### src/rtl/core/spp_pkg.sv
// ----------------------------------------------------------------------------
// Spectral peak picker package
// Shared widths, register codes and the structs that pass between the stages.
// ----------------------------------------------------------------------------
package spp_pkg;

  localparam int MAG_W       = 24;
  localparam int BIN_W       = 12;
  localparam int MAX_BINS    = 4096;
  localparam int CNT_W       = $clog2(MAX_BINS + 1);
  localparam int PF_W        = CNT_W + 1;
  localparam int LEFT_REACH  = 10;
  localparam int RIGHT_REACH = 9;
  localparam int WIN_DEPTH   = LEFT_REACH + 1 + RIGHT_REACH;
  localparam int REACH_W     = $clog2(LEFT_REACH + 1);
  localparam int RATIO_W     = 16;
  localparam int RATIO_FRAC  = 12;
  localparam int PROD_W      = MAG_W + RATIO_W;

  // valley search tree: candidates, then two pairwise levels in stage 1
  localparam int CAND_N = WIN_DEPTH;
  localparam int LVL1_N = (CAND_N + 1) / 2;
  localparam int LVL2_N = (LVL1_N + 1) / 2;
  localparam int PAD_N  = 8;

  localparam int FIFO_DEPTH = 8;
  localparam int FIFO_AW    = $clog2(FIFO_DEPTH);
  localparam int FIFO_CW    = FIFO_AW + 1;

  localparam int CFG_IDX_W  = 2;
  localparam int CFG_DATA_W = 24;

  localparam logic [CFG_IDX_W-1:0] CFG_PEAK_THRESHOLD = 2'd0;
  localparam logic [CFG_IDX_W-1:0] CFG_PROM_RATIO     = 2'd1;
  localparam logic [CFG_IDX_W-1:0] CFG_VALLEY_FLOOR   = 2'd2;

  localparam logic [MAG_W-1:0]   RST_PEAK_THRESHOLD = 24'd66;
  localparam logic [RATIO_W-1:0] RST_PROM_RATIO     = 16'd5793;
  localparam logic [MAG_W-1:0]   RST_VALLEY_FLOOR   = 24'd7;

  typedef logic [MAG_W-1:0] mag_t;
  typedef logic [WIN_DEPTH-1:0][MAG_W-1:0] win_t;

  typedef enum logic [1:0] {
    ST_STREAM,
    ST_FLUSH,
    ST_MARK
  } seq_state_t;

  typedef struct packed {
    mag_t               thr;
    logic [RATIO_W-1:0] ratio;
    mag_t               floor;
  } cfg_t;

  // one judge slot handed from the sequencer to the judge pipeline
  typedef struct packed {
    logic               vld;
    logic               mark;
    logic               pok;
    logic [BIN_W-1:0]   bin;
    logic [REACH_W-1:0] lcnt;
    logic [REACH_W-1:0] rcnt;
  } slot_t;

  typedef struct packed {
    logic s1_vld;
    logic s2_vld;
  } jstat_t;

  typedef struct packed {
    logic             is_peak;
    logic [BIN_W-1:0] bin_index;
    mag_t             peak_magnitude;
    logic             frame_end;
  } res_t;

endpackage

### src/rtl/core/spectral_peak_picker_unit.sv
// ----------------------------------------------------------------------------
// Spectral peak picker
// Streams one magnitude bin per transaction and reports prominent peaks.
// ----------------------------------------------------------------------------
// Throughput: one bin per cycle while streaming and the result queue has room;
//   the last bin of a frame adds 8 flush steps through the judge unit and the
//   frame end marker. The report for bin p is decided by the transaction of
//   bin p+9 and passes the window, two judge stages and the result queue.
// Reset: synchronous active-low; clears sequencer, pipeline valids and queue,
//   and loads the default threshold, prominence ratio and valley floor.
module spectral_peak_picker_unit (
  input  logic                          clk,
  input  logic                          rst_n,
  // input channel
  input  logic                          in_valid,
  output logic                          in_stall,
  input  logic [spp_pkg::MAG_W-1:0]     in_magnitude,
  input  logic                          in_last_bin,
  // result channel
  output logic                          out_valid,
  input  logic                          out_stall,
  output logic                          out_is_peak,
  output logic [spp_pkg::BIN_W-1:0]     out_bin_index,
  output logic [spp_pkg::MAG_W-1:0]     out_peak_magnitude,
  output logic                          out_frame_end,
  // configuration write channel
  input  logic                          cfg_valid,
  output logic                          cfg_ready,
  input  logic [spp_pkg::CFG_IDX_W-1:0] cfg_index,
  input  logic [spp_pkg::CFG_DATA_W-1:0] cfg_data
);
  import spp_pkg::*;

  cfg_t               cfg_r;
  win_t               win;
  slot_t              slot;
  jstat_t             jstat;
  logic               push, pop, room;
  res_t               push_data, head;
  logic [FIFO_CW-1:0] fifo_cnt, occ;

  // Configuration: always ready; the user writes only while the block is idle;
  // the block does not enforce this. Writes to the unused index are dropped.
  assign cfg_ready = 1'b1;

  always_ff @(posedge clk) begin
    if (!rst_n) begin
      cfg_r.thr   <= RST_PEAK_THRESHOLD;
      cfg_r.ratio <= RST_PROM_RATIO;
      cfg_r.floor <= RST_VALLEY_FLOOR;
    end else if (cfg_valid && cfg_ready) begin
      case (cfg_index)
        CFG_PEAK_THRESHOLD: cfg_r.thr   <= cfg_data[MAG_W-1:0];
        CFG_PROM_RATIO:     cfg_r.ratio <= cfg_data[RATIO_W-1:0];
        CFG_VALLEY_FLOOR:   cfg_r.floor <= cfg_data[MAG_W-1:0];
        default:            cfg_r       <= cfg_r;
      endcase
    end
  end

  // Flow control: every slot in flight may still produce one result, so a
  // new slot is issued only if the queue can hold all of them. Pops are not
  // counted, which keeps in_stall purely registered.
  assign occ  = fifo_cnt + FIFO_CW'(slot.vld) + FIFO_CW'(jstat.s1_vld)
                + FIFO_CW'(jstat.s2_vld);
  assign room = occ < FIFO_CW'(FIFO_DEPTH);

  // Window shift register, bin counter and flush sequencer.
  spp_window u_window (
    .clk          (clk),
    .rst_n        (rst_n),
    .in_valid     (in_valid),
    .in_magnitude (in_magnitude),
    .in_last_bin  (in_last_bin),
    .room         (room),
    .in_stall     (in_stall),
    .win          (win),
    .slot         (slot)
  );

  // Judge: the candidate always sits at the center tap of the window.
  spp_judge u_judge (
    .clk       (clk),
    .rst_n     (rst_n),
    .win       (win),
    .slot      (slot),
    .cfg       (cfg_r),
    .jstat     (jstat),
    .push      (push),
    .push_data (push_data)
  );

  // Result queue decouples the result channel from the judge pipeline.
  assign pop = out_valid && !out_stall;

  spp_out_fifo u_out_fifo (
    .clk       (clk),
    .rst_n     (rst_n),
    .push      (push),
    .push_data (push_data),
    .pop       (pop),
    .head      (head),
    .count     (fifo_cnt)
  );

  assign out_valid          = (fifo_cnt != '0);
  assign out_is_peak        = head.is_peak;
  assign out_bin_index      = head.bin_index;
  assign out_peak_magnitude = head.peak_magnitude;
  assign out_frame_end      = head.frame_end;

endmodule

### src/rtl/core/spp_window.sv
// ----------------------------------------------------------------------------
// Spectral peak picker bin window and sequencer
// Shifts bins into the window, counts the frame and issues judge slots,
// including the flush steps and the frame end marker after the last bin.
// ----------------------------------------------------------------------------
module spp_window (
  input  logic                   clk,
  input  logic                   rst_n,
  input  logic                   in_valid,
  input  logic [spp_pkg::MAG_W-1:0] in_magnitude,
  input  logic                   in_last_bin,
  input  logic                   room,
  output logic                   in_stall,
  output spp_pkg::win_t          win,
  output spp_pkg::slot_t         slot
);
  import spp_pkg::*;

  seq_state_t         st_r, st_nxt;
  logic [REACH_W-1:0] j_r, j_nxt;
  logic [CNT_W-1:0]   cnt_r, cnt_nxt;
  win_t               win_r, win_nxt;
  slot_t              slot_r, slot_nxt;
  logic [PF_W-1:0]    p_full;
  logic               in_acc;

  function automatic slot_t make_slot(logic [PF_W-1:0] p, logic [REACH_W-1:0] rc);
    slot_t s;
    s.vld  = 1'b1;
    s.mark = 1'b0;
    s.pok  = !p[PF_W-1] && (p != '0);
    s.bin  = p[BIN_W-1:0];
    s.lcnt = (p >= PF_W'(LEFT_REACH)) ? REACH_W'(LEFT_REACH) : p[REACH_W-1:0];
    s.rcnt = rc;
    return s;
  endfunction

  assign in_stall = !room || (st_r != ST_STREAM);
  assign in_acc   = in_valid && !in_stall;
  assign win      = win_r;
  assign slot     = slot_r;

  always_comb begin
    st_nxt   = st_r;
    j_nxt    = j_r;
    cnt_nxt  = cnt_r;
    win_nxt  = win_r;
    slot_nxt = '0;
    p_full   = '0;
    case (st_r)
      ST_STREAM: begin
        if (in_acc) begin
          if (cnt_r < CNT_W'(MAX_BINS)) begin
            win_nxt  = {in_magnitude, win_r[WIN_DEPTH-1:1]};
            cnt_nxt  = cnt_r + 1'b1;
            p_full   = {1'b0, cnt_r} - PF_W'(RIGHT_REACH);
            slot_nxt = make_slot(p_full, REACH_W'(RIGHT_REACH));
          end
          if (in_last_bin) begin
            st_nxt = ST_FLUSH;
            j_nxt  = REACH_W'(1);
          end
        end
      end
      ST_FLUSH: begin
        // each step moves the next pending bin to the center tap
        if (room) begin
          win_nxt  = {{MAG_W{1'b0}}, win_r[WIN_DEPTH-1:1]};
          p_full   = {1'b0, cnt_r} - PF_W'(LEFT_REACH) + PF_W'(j_r);
          slot_nxt = make_slot(p_full, REACH_W'(RIGHT_REACH) - j_r);
          if (j_r == REACH_W'(RIGHT_REACH - 1)) begin
            st_nxt = ST_MARK;
          end else begin
            j_nxt = j_r + 1'b1;
          end
        end
      end
      ST_MARK: begin
        if (room) begin
          slot_nxt.vld  = 1'b1;
          slot_nxt.mark = 1'b1;
          cnt_nxt       = '0;
          st_nxt        = ST_STREAM;
        end
      end
      default: begin
        st_nxt = ST_STREAM;
      end
    endcase
  end

  always_ff @(posedge clk) begin
    if (!rst_n) begin
      st_r   <= ST_STREAM;
      j_r    <= '0;
      cnt_r  <= '0;
      slot_r <= '0;
    end else begin
      st_r   <= st_nxt;
      j_r    <= j_nxt;
      cnt_r  <= cnt_nxt;
      slot_r <= slot_nxt;
    end
  end

  always_ff @(posedge clk) begin
    win_r <= win_nxt;
  end

`ifndef NO_ASSERTIONS
  a_flush_step: assert property (@(posedge clk) disable iff (!rst_n)
    (st_r == ST_FLUSH) |-> (j_r != '0 && j_r <= REACH_W'(RIGHT_REACH - 1)))
    else $error("flush step out of range");
  a_right_tap: assert property (@(posedge clk) disable iff (!rst_n)
    (slot_r.vld && !slot_r.mark) |-> (slot_r.rcnt != '0))
    else $error("judge slot without a right neighbor");
  a_mark_clears: assert property (@(posedge clk) disable iff (!rst_n)
    (slot_r.vld && slot_r.mark) |-> (st_r == ST_STREAM && cnt_r == '0))
    else $error("frame end marker issued without frame reset");
`endif

endmodule

### src/rtl/core/spp_judge.sv
// ----------------------------------------------------------------------------
// Spectral peak picker judge pipeline
// Local maximum and threshold test, valley walk and min tree, then the
// floor test and the prominence ratio compare.
// ----------------------------------------------------------------------------
module spp_judge (
  input  logic           clk,
  input  logic           rst_n,
  input  spp_pkg::win_t  win,
  input  spp_pkg::slot_t slot,
  input  spp_pkg::cfg_t  cfg,
  output spp_pkg::jstat_t jstat,
  output logic           push,
  output spp_pkg::res_t  push_data
);
  import spp_pkg::*;

  typedef struct packed {
    logic                         vld;
    logic                         mark;
    logic                         lm;
    logic [BIN_W-1:0]             bin;
    mag_t                         mag;
    logic [LVL2_N-1:0][MAG_W-1:0] mins;
  } s1_t;

  typedef struct packed {
    logic             vld;
    logic             mark;
    logic             ok;
    logic [BIN_W-1:0] bin;
    mag_t             mag;
    mag_t             valley;
  } s2_t;

  function automatic mag_t min2(mag_t a, mag_t b);
    return (b < a) ? b : a;
  endfunction

  mag_t                  mag;
  logic [LEFT_REACH-1:0]  lrise, lgo;
  logic [RIGHT_REACH-1:0] rrise, rgo;
  mag_t                  cand [CAND_N];
  mag_t                  lvl1 [LVL1_N];
  mag_t                  pad  [PAD_N];
  mag_t                  t4   [PAD_N/2];
  mag_t                  t2   [PAD_N/4];
  s1_t                   s1_r, s1_nxt;
  s2_t                   s2_r, s2_nxt;
  logic [PROD_W-1:0]     prod, lhs;
  logic                  pass;

  // stage 1: walks as prefix masks over the rise flags, first tree levels
  always_comb begin
    mag     = win[LEFT_REACH];
    cand[0] = mag;
    for (int k = 1; k <= LEFT_REACH; k++) begin
      lrise[k-1] = win[LEFT_REACH-k] > win[LEFT_REACH-k+1];
    end
    for (int k = 1; k <= RIGHT_REACH; k++) begin
      rrise[k-1] = win[LEFT_REACH+k] > win[LEFT_REACH+k-1];
    end
    lgo[0] = 1'b1;
    for (int k = 1; k < LEFT_REACH; k++) begin
      lgo[k] = lgo[k-1] && !lrise[k-1];
    end
    rgo[0] = 1'b1;
    for (int k = 1; k < RIGHT_REACH; k++) begin
      rgo[k] = rgo[k-1] && !rrise[k-1];
    end
    for (int k = 1; k <= LEFT_REACH; k++) begin
      cand[k] = (lgo[k-1] && REACH_W'(k) <= slot.lcnt) ? win[LEFT_REACH-k] : '1;
    end
    for (int k = 1; k <= RIGHT_REACH; k++) begin
      cand[LEFT_REACH+k] = (rgo[k-1] && REACH_W'(k) <= slot.rcnt) ?
                           win[LEFT_REACH+k] : '1;
    end
    for (int i = 0; i < LVL1_N; i++) begin
      lvl1[i] = (2*i+1 < CAND_N) ? min2(cand[2*i], cand[2*i+1]) : cand[2*i];
    end
    s1_nxt.vld  = slot.vld;
    s1_nxt.mark = slot.mark;
    s1_nxt.lm   = slot.pok && (mag > win[LEFT_REACH-1]) && (mag > win[LEFT_REACH+1])
                  && (mag > cfg.thr);
    s1_nxt.bin  = slot.bin;
    s1_nxt.mag  = mag;
    for (int i = 0; i < LVL2_N; i++) begin
      s1_nxt.mins[i] = (2*i+1 < LVL1_N) ? min2(lvl1[2*i], lvl1[2*i+1]) : lvl1[2*i];
    end
  end

  // stage 2: rest of the tree and the floor test
  always_comb begin
    for (int i = 0; i < PAD_N; i++) begin
      pad[i] = '1;
    end
    for (int i = 0; i < LVL2_N; i++) begin
      pad[i] = s1_r.mins[i];
    end
    for (int i = 0; i < PAD_N/2; i++) begin
      t4[i] = min2(pad[2*i], pad[2*i+1]);
    end
    for (int i = 0; i < PAD_N/4; i++) begin
      t2[i] = min2(t4[2*i], t4[2*i+1]);
    end
    s2_nxt.vld    = s1_r.vld;
    s2_nxt.mark   = s1_r.mark;
    s2_nxt.bin    = s1_r.bin;
    s2_nxt.mag    = s1_r.mag;
    s2_nxt.valley = min2(t2[0], t2[1]);
    s2_nxt.ok     = s1_r.lm && (s2_nxt.valley > cfg.floor);
  end

  // stage 3: peak * 4096 >= ratio * valley
  assign prod = PROD_W'(cfg.ratio) * PROD_W'(s2_r.valley);
  assign lhs  = PROD_W'({s2_r.mag, {RATIO_FRAC{1'b0}}});
  assign pass = s2_r.ok && (lhs >= prod);
  assign push = s2_r.vld && (s2_r.mark || pass);

  always_comb begin
    if (s2_r.mark) begin
      push_data.is_peak        = 1'b0;
      push_data.bin_index      = '0;
      push_data.peak_magnitude = '0;
      push_data.frame_end      = 1'b1;
    end else begin
      push_data.is_peak        = 1'b1;
      push_data.bin_index      = s2_r.bin;
      push_data.peak_magnitude = s2_r.mag;
      push_data.frame_end      = 1'b0;
    end
  end

  assign jstat.s1_vld = s1_r.vld;
  assign jstat.s2_vld = s2_r.vld;

  always_ff @(posedge clk) begin
    if (!rst_n) begin
      s1_r.vld <= 1'b0;
      s2_r.vld <= 1'b0;
    end else begin
      s1_r <= s1_nxt;
      s2_r <= s2_nxt;
    end
  end

endmodule

### src/rtl/core/spp_out_fifo.sv
// ----------------------------------------------------------------------------
// Spectral peak picker result queue
// Small FIFO between the judge pipeline and the result channel.
// ----------------------------------------------------------------------------
module spp_out_fifo (
  input  logic                      clk,
  input  logic                      rst_n,
  input  logic                      push,
  input  spp_pkg::res_t             push_data,
  input  logic                      pop,
  output spp_pkg::res_t             head,
  output logic [spp_pkg::FIFO_CW-1:0] count
);
  import spp_pkg::*;

  res_t               mem [FIFO_DEPTH];
  logic [FIFO_AW-1:0] wr_ptr_r, rd_ptr_r;
  logic [FIFO_CW-1:0] count_r;

  assign head  = mem[rd_ptr_r];
  assign count = count_r;

  always_ff @(posedge clk) begin
    if (push) begin
      mem[wr_ptr_r] <= push_data;
    end
  end

  always_ff @(posedge clk) begin
    if (!rst_n) begin
      wr_ptr_r <= '0;
      rd_ptr_r <= '0;
      count_r  <= '0;
    end else begin
      if (push) begin
        wr_ptr_r <= wr_ptr_r + 1'b1;
      end
      if (pop) begin
        rd_ptr_r <= rd_ptr_r + 1'b1;
      end
      case ({push, pop})
        2'b10:   count_r <= count_r + 1'b1;
        2'b01:   count_r <= count_r - 1'b1;
        default: count_r <= count_r;
      endcase
    end
  end

`ifndef NO_ASSERTIONS
  a_no_overflow: assert property (@(posedge clk) disable iff (!rst_n)
    !(push && !pop && count_r == FIFO_CW'(FIFO_DEPTH)))
    else $error("result queue overflow");
  a_no_underflow: assert property (@(posedge clk) disable iff (!rst_n)
    pop |-> (count_r != '0))
    else $error("result queue underflow");
  a_ptr_track: assert property (@(posedge clk) disable iff (!rst_n)
    wr_ptr_r == FIFO_AW'(rd_ptr_r + count_r[FIFO_AW-1:0]))
    else $error("result queue pointers out of step");
`endif

endmodule

### config.mk
export PLATFORM = sky130hd
export DESIGN_NAME = spectral_peak_picker_unit
export DESIGN_NICKNAME = d
export VERILOG_FILES = /design/src/rtl/core/spp_pkg.sv /design/src/rtl/core/spectral_peak_picker_unit.sv /design/src/rtl/core/spp_window.sv /design/src/rtl/core/spp_judge.sv /design/src/rtl/core/spp_out_fifo.sv
export SDC_FILE = /design/constraint.sdc
export NUM_CORES = 2
export LEC_CHECK = 0
export BUFFER_PORTS_ARGS = -buffer_cell sky130_fd_sc_hd__buf_2
export CORE_MARGIN = 2
export CORE_UTILIZATION = 60
export CTS_BUF_LIST = sky130_fd_sc_hd__clkbuf_8
export DETAILED_ROUTE_END_ITERATION = 8
export GPL_TIMING_DRIVEN = 0
export PLACE_DENSITY = 0.74
export SYNTH_ARGS = -nofsm -noshare
export SYNTH_HDL_FRONTEND = slang
export SYNTH_SLANG_ARGS = --single-unit
export TNS_END_PERCENT = 50
### constraint.sdc
create_clock -name clk -period 28 [get_ports clk]
set_input_delay 2.8 -clock clk [delete_from_list [all_inputs] [get_ports clk]]
set_output_delay 2.8 -clock clk [all_outputs]
set_load 0.1 [all_outputs]
==> flow_metrics.tcl <==
set metrics [dict create \
    ys_top_cells_by_count "inv_1 (1,168), ha_1 (1,075), edfxtp_1 (1,004)" \
    synth.distinct_cells 90 \
    cp_slowest_cell "nor3_2" \
    tightestPinTransition_ns 1.39 \
    seq_area_frac_synth 0.399 \
    synthArstFlopShare 0 \
    worstSetupPathType "reg -> reg" \
    max_stage_delay_ns 0.84 \
    clock_path_buffers 3 \
    synth-edff-count 1004 \
    fin_crit_ns 12.02 \
    yosysMostFrequentCell "inv_1" \
    syn_avg_cell_area_um2 10.6 \
    wire_per_inst_um 23.1 \
    synth-seq-cells 1125 \
    die_x_um 373 \
    cp.required_ns 28.67 \
    fmax_mhz 83.2 \
    antenna_found_initial 5 \
    drtIter0Drc 5708 \
    crit_fanout 10 \
    cp.arrival_ns 12.70 \
    cts_tree "done" \
    syn-cell-area_um2 81700 \
    grt_usage 0.329 \
    crit_path_end_kind "flop" \
    io_buffer_count 94 \
    grt.overflow.total 0 \
    vias 60700 \
    die-area_um2 139000 \
    insertion_delay_ns 0.99 \
    cts_buffers 189 \
    layout-drive-gt1-share 0.0838 \
    drtPass1Iterations 5 \
    grt_first_pass_wirelength_mm 350 \
    clk_pin_slew_worst_paths_ns 0.06 \
    synth_top_area_cell "edfxtp_1" \
    ys_top_cells_by_area "edfxtp_1 (37%), ha_1 (16%), fa_1 (7.5%), inv_1 (5.4%), dfxtp_1 (3.0%)" \
    yosysTopAreaCellShare 0.369 \
    rsz0062_at_grt "false" \
    final-hold-violation-count 0 \
    ys.flop_type "edfxtp_1" \
    cts_hold_buffers 0 \
    grt_max_degree 92 \
    nets 9429 \
    drc 0 \
    finalSetupTns_ns 0 \
    place.gp.congestion 0.984 \
    min_period_over_period 0.429 \
    cpMostUsedCell "fa_1" \
    hold_class "reg -> reg" \
    slew_violations 0 \
    core_um2 135000 \
    postCtsSetupBuffers 0 \
    finalSetupViolations 0 \
    reg2reg_depth 36 \
    start_util 0.604 \
    status "complete, no violations" \
    htreeDepth 4 \
    ctsResizeCount 0 \
    row_count 135 \
    drt_wl_total_mm 229 \
    die_y_um 373 \
    max-cap-violations 0 \
    synth_nets 9118 \
    ant_nets 0 \
    critPathLaunchType "flop" \
    slew_headroom 0.0743 \
    clkSinkCount 1125 \
    first_global_vias 60400 \
    synth_warnings 0 \
    io_pins 97 \
    clock_skew_ns 0.107 \
    area_growth_syn_to_layout_pct 8.86 \
    via_per_inst 6.12 \
    root_buffer "clkbuf_8" \
    hpwl_mm 181 \
    synthCells 7679 \
    whs_path_depth 0 \
]
-- worst max-delay path: cells and delay by family, from the launching register on --
kind | cells | cell delay [ns]
buffers and inverters | 8 | 1.49
adders and majority gates | 8 | 3.70
and+or+nand+nor | 8 | 2.47
AOI/OAI and AO/OA | 12 | 3.36
DFF | 1 | 0.67
-- cell type report --
type / instances / area [um^2]
plain buffers: 245 / 948
flip-flops and latches: 1125 / 32600
well taps: 1781 / 2230
clock buffers: 197 / 2710
multi-input cells: 5141 / 43900
repair buffers: 120 / 1010
diodes: 2 / 5.00
clock inverters: 152 / 1210
fillers: 10500 / 46400
inverters: 1168 / 4380
-- kinds of logic after synthesis --
kind of cell | count (synthesis) | synth area share
and+or+nand+nor | 1972 | 0.116
adders and majority gates | 1383 | 0.240
DFF | 1125 | 0.399
buffers and inverters | 1413 | 0.0653
other | 1 | 0.0000459
muxes | 447 | 0.0688
AOI/OAI and AO/OA | 1270 | 0.103
xor gates and xnor gates | 68 | 0.00729
-- sequential cells by signal, indices dropped and copies added, names as in the netlist, named ones only --
name	flops
u_window.j_r	4
u_judge.jstat	2
u_window.win	480
u_window.cnt_r	13
u_out_fifo.count	4
u_judge.s1_r	38
u_judge.pad	120
u_out_fifo.wr_ptr_r	3
u_out_fifo.rd_ptr_r	3
u_out_fifo.mem	304
u_window.slot	23
u_judge.lhs	24
u_window.st_r	2
cfg_r	64
u_judge.s2_r	38
-- layer usage --
metal,up-vias,routed length (um),part of all wire,track usage
met1,29900,95300,0.42,0.443
met3,494,19900,0.087,0.0676
li1,27900,-,-,-
met5,-,11,0.000048,0
met2,2513,104000,0.45,0.518
met4,2,10200,0.044,0.139
-- layout by cell type, fill, tap and decap left out, types with 91 or more instances in the layout --
cell      synthesis  routed
ha_1           1075    1075
and2_1          176     176
fa_1            308     308
a21oi_1         356     356
nor2b_1          91      91
nand3_1         102     102
nand2_1         591     590
a21o_1          240     240
clkbuf_8          0     197
edfxtp_1       1004    1004
clkbuf_1        223     223
nor2_1          511     505
buf_2             5      99
nand4_1         186     186
mux2i_1         215     215
dfxtp_1         121     121
inv_1          1168    1215
mux2_2          156     156
o21ai_0         200     200
-- path summary, 6_finish.rpt --
path                                     start                         endpoint  slack, ns
setup / recovery     u_judge.s2_r[6]$_DFFE_PP_  u_out_fifo.mem[4][22]$_DFFE_PP_      15.98
hold / removal    u_window.slot[13]$_SDFF_PN0_      u_judge.s1_r[149]$_DFFE_PP_       0.38
setup reg to reg     u_judge.s2_r[6]$_DFFE_PP_  u_out_fifo.mem[4][22]$_DFFE_PP_      15.98
hold reg to reg   u_window.slot[13]$_SDFF_PN0_      u_judge.s1_r[149]$_DFFE_PP_       0.38
-- stage by stage --
stage               cell area [um^2]  setup slack (ns)  utilization  instances  hold slack, ns
floorplan                      81700             13.51            -       7679           0.386
global placement               84400              7.88        0.624       9554           0.386
detailed placement             85000             16.13        0.628       9580           0.389
CTS                            88900             16.12        0.657       9929           0.385
global route                   88900             15.33        0.657       9930           0.384
finish                         88900             15.98        0.657       9931           0.384
Power is left out: the tool's default activity adds up to more than one toggle a clock period on the data nets, which glitch-free logic cannot reach.
